`src/design/bfpa_pkg.sv`:
```
package bfpa_pkg;

  localparam int IDX_W  = 10;  // wide enough for any extent index
  localparam int NEED_W = 12;  // (bytes + 4) rounded up to 32-byte units

  typedef enum logic [1:0] {
    OP_REINIT = 2'd0,
    OP_ALLOC  = 2'd1,
    OP_FREE   = 2'd2,
    OP_DEFRAG = 2'd3
  } op_e;

  typedef enum logic [1:0] {
    ST_OK     = 2'd0,
    ST_NOFIT  = 2'd1,
    ST_FULL   = 2'd2,
    ST_UNUSED = 2'd3
  } status_e;

  typedef enum logic [2:0] {
    C_HOLD,
    C_ROT,   // every cell takes its right neighbor, cell 0 wraps to the end
    C_SHL,   // cells at or above idx take their right neighbor (drop idx)
    C_SHR,   // every cell takes its left neighbor, cell 0 takes the broadcast
    C_SET,   // cell idx loads the broadcast units
    C_INIT   // back to the reset contents
  } cell_op_e;

  typedef struct packed {
    cell_op_e           op;
    logic [IDX_W-1:0]   idx;
  } cell_cmd_t;

endpackage

```
`src/design/bfpa_cell.sv`:
```
module bfpa_cell #(
  parameter int SW        = 10,
  parameter int UW        = 11,
  parameter int RST_UNITS = 0
) (
  input  logic                      clk_i,
  input  logic                      rst_ni,
  input  bfpa_pkg::cell_cmd_t       cmd_i,
  input  logic [bfpa_pkg::IDX_W-1:0] my_idx_i,
  input  logic [UW-1:0]             val_units_i,
  input  logic [SW-1:0]             left_start_i,
  input  logic [UW-1:0]             left_units_i,
  input  logic [SW-1:0]             right_start_i,
  input  logic [UW-1:0]             right_units_i,
  output logic [SW-1:0]             start_o,
  output logic [UW-1:0]             units_o
);
  import bfpa_pkg::*;

  logic [SW-1:0] start_q;
  logic [UW-1:0] units_q;

  always_ff @(posedge clk_i or negedge rst_ni) begin
    if (!rst_ni) begin
      start_q <= '0;
      units_q <= UW'(RST_UNITS);
    end else begin
      unique case (cmd_i.op)
        C_HOLD: ;
        C_ROT: begin
          start_q <= right_start_i;
          units_q <= right_units_i;
        end
        C_SHL: begin
          if (my_idx_i >= cmd_i.idx) begin
            start_q <= right_start_i;
            units_q <= right_units_i;
          end
        end
        C_SHR: begin
          start_q <= left_start_i;
          units_q <= left_units_i;
        end
        C_SET: begin
          if (my_idx_i == cmd_i.idx) units_q <= val_units_i;
        end
        C_INIT: begin
          start_q <= '0;
          units_q <= UW'(RST_UNITS);
        end
        default: ;
      endcase
    end
  end

  assign start_o = start_q;
  assign units_o = units_q;

endmodule

```
`config.mk`:
```
export PLATFORM = sky130hd
export DESIGN_NAME = bfpa_cell
export DESIGN_NICKNAME = d
export VERILOG_FILES = /design/src/design/bfpa_pkg.sv /design/src/design/bfpa_cell.sv
export SDC_FILE = /design/constraint.sdc
export NUM_CORES = 1
export LEC_CHECK = 0
export ABC_CLOCK_PERIOD_IN_PS = 1030
export BUFFER_PORTS_ARGS = -buffer_cell sky130_fd_sc_hd__buf_4
export CAP_MARGIN = 20
export CORE_MARGIN = 2
export CORE_UTILIZATION = 44
export DETAILED_ROUTE_END_ITERATION = 16
export GPL_ROUTABILITY_DRIVEN = 0
export MAX_ROUTING_LAYER = met4
export PLACE_DENSITY_LB_ADDON = 0.25
export RECOVER_POWER = 100
export SETUP_SLACK_MARGIN = 0.1
export SYNTH_ARGS = -nofsm -noshare
export SYNTH_HDL_FRONTEND = slang
export SYNTH_SLANG_ARGS = --single-unit
```
`constraint.sdc`:
```
create_clock -name clk_i -period 1.03 [get_ports clk_i]
set_clock_uncertainty 0.05 [all_clocks]
set_input_delay 0.103 -clock clk_i [delete_from_list [all_inputs] [get_ports clk_i]]
set_output_delay 0.103 -clock clk_i [all_outputs]
set_load 0.1 [all_outputs]
```
==> summary.txt, run 1 <==
Status
  – Outcome: complete, but fails checks
  – Failing checks: setup timing

Power
  – Comb pwr share: 0.642
  – Int Power: 2.648 mW
  – Power Dens Cells: 1456 nW/um2
  – Switching power: 2.193 mW
  – Leak: 1.570 nW
  – Part of the power in registers: 0.243
  – Clock power frac: 0.115
  – Sw frac: 0.4529
  – VDD IR max: 0.6966 mV

Yosys
  – Largest family of logic cells by synthesized area: compound AO/OA/AOI/OAI gates
  – Post-synth top cells: a22o_1 (31), a22oi_1 (22), dfrtp_1 (21), o21ai_0 (14), mux2_2 (11)
  – Asr flop ratio synth: 1.000
  – Synth cell types: 28
  – Yosys Warn Count: 0
  – Post-synth top area share: 0.3102
  – Compound-Gate Fraction of Synth Area: 0.3516
  – Post-Synthesis Cell Area: 1694 um2
  – Synthesized flop and latch total: 21
  – Area leader, netlist: dfrtp_1
  – Most numerous cell in the Yosys netlist: a22o_1
  – Post-synthesis mux area share: 0.1617
  – Xor/xnor share of the synthesized area: 0
  – Post-Syn Instances: 163
  – Synth Net Count: 251
  – Post-Synth Simple-Gate Area: 0.03914
  – Syn Area/Cell: 10.39 um2
  – Adder-Cell Fraction of Synth Area: 0.07386
  – Synth Flop Type: dfrtp_1
  – EDFF count, synth: 0
  – Register area share after synthesis: 0.3102
  – Synth area leaders: dfrtp_1 (31%), a22o_1 (16%), a22oi_1 (9.7%)

Clock tree
  – Worst-Skew Late Latency: 0.26 ns
  – H-tree level count: 1
  – CTS Buffer Depth: 2
  – TritonCTS Buffers: 3
  – Clock Root Buffer: clkbuf_8
  – CTS clock-pin slew for the worst setup and hold paths: 0.08 ns
  – CTS tree: done
  – Clk sinks: 21

Timing
  – Final Max Tran Viols: 0
  – Period Utilization, post-route: 1.707
  – Fin Setup TNS: -12.91 ns
  – Fin crit period: 1.758 ns
  – Slew headroom: 0.3209
  – Hold Vio Cnt, Final: 0
  – Final Setup Violations: 24
  – Final WS setup: -0.7277 ns
  – Worst-margin pin slew: 1.017 ns
  – RSZ-0062 raised after global routing: true
  – Fmax: 0.5689 GHz

Floorplan
  – Num rows: 22
  – Core Box Area: 3689 um2
  – Starting density of the core: 0.4593
  – Die W: 66.05 um
  – # IOs: 99
  – Die Span Y: 66.05 um
  – Die ar.: 4363 um2

Detailed routing
  – Final WL: 7520 um
  – Drt drc: 0
  – Drt wl/cell: 22.25 um
  – Antenna Nets Post-Route: 0
  – Number of vias per cell: 6.308
  – DRT Pass-1 Iters: 5
  – Via count: 2132
  – Initial DRC Count: 190

Worst setup path
  – R2R cell count: 2
  – Critical setup path kind: in -> reg
  – Worst setup EP type: flip-flop
  – R2R Setup Slk: 0.02 ns
  – Capture point of the worst reg-to-reg path: units_o[8]
  – CP arrival: 1.91 ns
  – Crit-path max FO: 11
  – Reg2reg start: units_o[8]
  – Crit start category: input port
  – Required @ worst endpoint: 1.18 ns

Min path
  – Min-Delay Endpoint: start_o[6]
  – Hold Crit Start: right_start_i[6]
  – Tightest Hold Check Type: in -> reg
  – WHS Path Cells: 3

Finish
  – Area delta synth->final: 96.23%
  – Sequential Area: 540.5 um2
  – Layout cells sized above 1: 0.6621
  – Multi-input logic area: 1226 um2
  – Ant. Diodes: 0
  – Fillers: 147
  – Nets@finish: 379
  – Post-Route Utilization: 0.9013

Global route
  – Vias in the first global route: 2187
  – Grt ovf: 0
  – First-pass GRT wire length: 10960 um
  – GRT Total Usage: 0.3457
  – Largest net degree at the start of global routing: 22
  – Antenna violations before repair: 0

Job
  – Max-cap violations: 0

Place
  – HPWL after DPL: 4238 um
  – Buffers added on ports: 98
cells by family (layout without fill, tap and decap cells):
| group | count (synthesis) | count (layout) |
|---|---|---|
| AO/OA/AOI/OAI | 76 | 76 |
| buffers and inverters | 23 | 150 |
| multiplexers | 21 | 21 |
| flip-flops | 21 | 21 |
| AND/OR/NAND/NOR | 12 | 12 |
| adder cells (fa/ha/maj) | 10 | 10 |
layer usage:
| metal | share of wire | GRT usage | wire length [um] | vias to the layer above |
|---|---|---|---|---|
| li1 | - | - | - | 896 |
| met1 | 0.34 | 0.3673 | 2582 | 1039 |
| met2 | 0.53 | 0.6389 | 3997 | 154 |
| met3 | 0.077 | 0.04429 | 580 | 43 |
| met4 | 0.048 | 0.1531 | 360 | 0 |
| met5 | 0 | - | 0 | - |
stage by stage:
| step | power (mW) | hold slack, ns | cell area [um2] | std cells | worst slack, ns |
|---|---|---|---|---|---|
| 6_report | 4.841 | 0.1610 | 3324 | 338 | -0.7277 |
| 5_1_grt | 4.984 | 0.1721 | 3324 | 338 | -0.7192 |
| 4_1_cts | 4.654 | 0.1590 | 3264 | 331 | -0.6141 |
| 3_5_place_dp | 3.510 | -0.04850 | 2766 | 322 | -0.9130 |
| 3_3_place_gp | 3.461 | -0.04740 | 2766 | 322 | -0.8578 |
| 2_1_floorplan | 2.755 | -0.2426 | 1821 | 163 | -0.6781 |
power by group through the flow:
| stage | Combinational (mW) | Sequential, mW | Clock [mW] |
|---|---|---|---|
| after CTS | 2.95 | 1.17 | 0.538 |
| final | 3.11 | 1.18 | 0.557 |
| after detailed placement | 2.42 | 1.09 | 0 |
| after global routing | 3.21 | 1.18 | 0.591 |
| after floorplan | 0.569 | 2.19 | 0 |
| after global placement | 2.38 | 1.08 | 0 |
worst max-delay path by stage:
stage | cells after the start | endpoint | slack [ns] | startpoint
floorplan | 7 | start_o[0] | -0.68 | cmd_i[7]
global placement | 8 | units_o[0] | -0.86 | cmd_i[7]
detailed placement | 8 | units_o[0] | -0.91 | cmd_i[7]
CTS | 9 | units_o[3] | -0.61 | cmd_i[4]
global route | 5 | units_o[8] | -0.72 | cmd_i[11]
finish | 5 | units_o[8] | -0.73 | cmd_i[11]
sequential cells by signal, summed over array words and instances (netlist names):
register,count
start_o,10
units_o,11
layout by cell type (no fill, tap or decap):
cell / n
mux2_4: 21
a22oi_1: 22
nor4b_1: 1
a211oi_1: 1
clkbuf_1: 1
nand2b_1: 1
inv_2: 3
a21oi_4: 1
a221oi_4: 2
nand3_1: 1
buf_12: 23
inv_1: 2
o31a_1: 1
ha_1: 2
a21o_1: 1
dlygate4sd3_1: 1
nor2b_1: 2
nor2_1: 2
nand4_1: 2
inv_4: 4
o21ai_0: 13
buf_16: 1
buf_4: 94
buf_8: 1
nand2b_2: 1
a21oi_1: 2
o21ai_1: 2
dfrtp_2: 12
buf_6: 15
nor2_2: 1
clkbuf_8: 3
inv_12: 1
ha_4: 8
clkbuf_2: 1
nand2_1: 1
a22o_1: 31
dfrtp_1: 9
worst max-delay path: stages:
cell and delay [ns]:
buf_4 0.14, nor2b_1 0.78, a22oi_1 0.28, o21ai_0 0.37, mux2_4 0.22
what timing repair did:
action,4_1_cts,5_1_grt
gates resized for setup,94,4
endpoints found under the setup margin,42,42
gates cloned,1,0
pin swaps,11,4
buffers inserted,3,7
hold buffers,1,0
hold endpoints to repair,21,0
final cells by class:
| cell class | instances | share of cell area |
|---|---|---|
| Clock buffer | 4 | 0.01355 |
| Inverter | 10 | 0.01807 |
| Multi-Input combinational cell | 119 | 0.3688 |
| Sequential cell | 21 | 0.1626 |
| Tap cell | 48 | 0.01807 |
| Timing Repair Buffer | 136 | 0.4189 |
(Power assumes the default switching activity.)
==> run 2, diff against run 1 <==
--- a/config.mk
+++ b/config.mk
@@ -5,17 +5,17 @@
 export SDC_FILE = /design/constraint.sdc
 export NUM_CORES = 1
 export LEC_CHECK = 0
-export ABC_CLOCK_PERIOD_IN_PS = 1030
+export ABC_CLOCK_PERIOD_IN_PS = 2100
 export BUFFER_PORTS_ARGS = -buffer_cell sky130_fd_sc_hd__buf_4
 export CAP_MARGIN = 20
-export CORE_MARGIN = 2
-export CORE_UTILIZATION = 44
+export CORE_UTILIZATION = 47
 export DETAILED_ROUTE_END_ITERATION = 16
 export GPL_ROUTABILITY_DRIVEN = 0
 export MAX_ROUTING_LAYER = met4
 export PLACE_DENSITY_LB_ADDON = 0.25
 export RECOVER_POWER = 100
 export SETUP_SLACK_MARGIN = 0.1
+export SLEW_MARGIN = 0
 export SYNTH_ARGS = -nofsm -noshare
 export SYNTH_HDL_FRONTEND = slang
 export SYNTH_SLANG_ARGS = --single-unit
==> constraint.sdc (replaced) <==
create_clock -name clk_i -period 2.1 [get_ports clk_i]
set_clock_uncertainty 0.05 [all_clocks]
set_input_delay 0.21 -clock clk_i [delete_from_list [all_inputs] [get_ports clk_i]]
set_output_delay 0.21 -clock clk_i [all_outputs]
set_load 0.1 [all_outputs]
==> summary.txt, run 2 (synthesis gave the netlist of run 1 again) <==
Worst setup path
  – Capture point of the worst reg-to-reg path: units_o[7]
  – Crit start category: input port
  – CP Cell Sequence: buf_4, inv_1, ha_1, nand4_1, o31a_1, a221oi_1, buf_12, mux2_1
  – Slowest CP cell: a221oi_1
  – R2R cell count: 1 (-1)
  – Required @ worst endpoint: 2.24 ns (+1.06 ns)
  – R2R Setup Slk: 1.24 ns (+1.22 ns)
  – Crit-path max FO: 11 (unchanged)
  – Worst setup EP type: flip-flop
  – Largest stage delay, worst path: 0.38 ns (-0.40 ns)
  – Reg2reg start: units_o[7]
  – CP arrival: 2.00 ns (+0.09 ns)
  – Critical setup path kind: in -> reg

Detailed routing
  – Via count: 1729 (-19%)
  – DRT Pass-1 Iters: 4 (-1)
  – Antenna Nets Post-Route: 0 (unchanged)
  – Final WL: 4393 um (-42%)
  – Initial DRC Count: 55 (-71%)
  – Drt wl/cell: 14.36 um (-35%)
  – Drt drc: 0 (unchanged)
  – Number of vias per cell: 5.650 (-10%)

Floorplan
  – Die W: 62.04 um (-6.1%)
  – Starting density of the core: 0.4998 (+0.04052)
  – Die Span Y: 62.04 um (-6.1%)
  – Die ar.: 3848 um2 (-12%)
  – Num rows: 21 (-4.5%)
  – # IOs: 99 (unchanged)
  – Core Box Area: 3390 um2 (-8.1%)

Power
  – Int Power: 0.8524 mW (-68%)
  – Leak: 1.222 nW (-22%)
  – Switching power: 0.9019 mW (-59%)
  – Comb pwr share: 0.595 (-0.047)
  – Total power: 1.754 mW (-64%)
  – Part of the power in registers: 0.295 (+0.052)
  – Clock power frac: 0.110 (-0.005)
  – Power Dens Cells: 722.4 nW/um2 (-50%)
  – VDD IR max: 0.3111 mV (-55%)
  – Sw frac: 0.5141 (+0.06116)

Place
  – HPWL after DPL: 3518 um (-17%)
  – Dpl cell area: 2495 um2 (-9.8%)
  – Setup slack at placement: 0.04380 ns (+0.9568 ns)
  – Buffers added on ports: 98 (unchanged)
  – # placed instances: 301 (-6.5%)

Finish
  – Most common cell after layout, fill and taps aside: buf_4
  – Ant. Diodes: 0 (unchanged)
  – Post-Route Utilization: 0.7165 (-0.1848)
  – Most frequent cells in the layout: buf_4 (80), a22o_1 (31), a22oi_1 (22)
  – Area delta synth->final: 43.35%
  – Nets@finish: 349 (-7.9%)
  – Max reg flops: 11 (unchanged)
  – Final non-filler cell total: 306 (-9.5%)
  – Final Instance Area: 2429 um2 (-27%)
  – Layout cells sized above 1: 0.4731 (-0.1890)

Timing
  – RSZ-0062 raised after global routing: false
  – Worst-margin pin slew: 1.075 ns (+0.05838 ns)
  – Final WS setup: 0.2468 ns (+0.9745 ns)
  – Hold Vio Cnt, Final: 0 (unchanged)
  – Minimum hold slack: 0.1986 ns (+0.03756 ns)
  – Fin Setup TNS: 0 ns (+12.91 ns)
  – Fin crit period: 1.853 ns
  – Fmax: 0.5396 GHz
  – Period Utilization, post-route: 0.8825
  – Final Max Tran Viols: 0 (unchanged)
  – Slew headroom: 0.2834 (-0.03753)
  – Final Setup Violations: 0 (-100%)

Min path
  – Min-Delay Endpoint: start_o[3]
  – Hold Crit Start: right_start_i[3]
  – Tightest Hold Check Type: in -> reg
  – WHS Path Cells: 3 (unchanged)

Clock tree
  – Clock Root Buffer: clkbuf_4
  – H-tree level count: 1 (unchanged)
  – Hold buffer count at cts: 1 (unchanged)
  – TritonCTS Buffers: 3 (unchanged)
  – CTS Buffer Depth: 2 (unchanged)
  – Worst-Skew Late Latency: 0.31 ns (+0.05 ns)
  – Post-CTS sizing: 0 (-100%)
  – Clk sinks: 21 (unchanged)
  – CTS clock-pin slew for the worst setup and hold paths: 0.11 ns (+0.03 ns)
  – Post-CTS setup buffers: 0 (-3)
  – CTS tree: done

Global route
  – First-pass GRT wire length: 6465 um (-41%)
  – Grt ovf: 0 (unchanged)
  – Antenna violations before repair: 0 (unchanged)
  – Vias in the first global route: 1552 (-29%)
  – Largest net degree at the start of global routing: 22 (unchanged)
  – GRT Total Usage: 0.2330 (-0.1127)

Status
  – Outcome: finished, final reports clean

Job
  – Max-cap violations: 0 (unchanged)
run 2: cell count changes in the layout (fill, tap and decap cells not counted), moves of 4 or more:
cell,change
buf_6,-15
inv_1,+8
mux2_4,-17
dfrtp_2,-12
buf_4,-14
clkbuf_4,+4
buf_12,-21
clkbuf_2,+20
inv_4,-4
ha_4,-8
mux2_1,+6
ha_1,+8
mux2_2,+11
dfrtp_1,+12
run 2: area by class of cell:
type	instances	area [um2]
well taps	46	57.56
flip-flops and latches	21	525.5
fillers	281	960.9
clock buffers	4	26.28
repair buffers	106	767.0
multi-input cells	119	1015
inverters	10	37.54
run 2: routing by layer:
layer	share of wire	routed length, um	vias up	global-route usage
li1	-	-	836	-
met5	0	0	-	-
met3	0.049	216	4	0.02484
met2	0.49	2172	65	0.3921
met4	0.010	44	0	0.05397
met1	0.45	1959	824	0.3000
run 2: worst max path at each step:
stage                start         end  cells after the start
2_1_floorplan     cmd_i[7]  start_o[0]                      6
3_3_place_gp   my_idx_i[7]  units_o[0]                      7
3_5_place_dp      cmd_i[7]  units_o[0]                      8
4_1_cts           cmd_i[7]  units_o[0]                      8
5_1_grt           cmd_i[7]  units_o[7]                      8
6_report          cmd_i[7]  units_o[7]                      8
run 2: power groups by stage:
stage          clock network [mW]  registers [mW]  logic, mW
2_1_floorplan                   0            1.06      0.264
3_3_place_gp                    0           0.527       1.11
3_5_place_dp                    0           0.529       1.12
4_1_cts                     0.194           0.521       1.12
5_1_grt                     0.208           0.526       1.10
6_report                    0.192           0.517       1.04
run 2: worst max-delay path: cells and delay by family:
kind	cells	cell delay (ns)
buf+inv	3	0.31
compound gates	2	0.71
mux	1	0.33
fa+ha+maj	1	0.29
simple gates	1	0.14
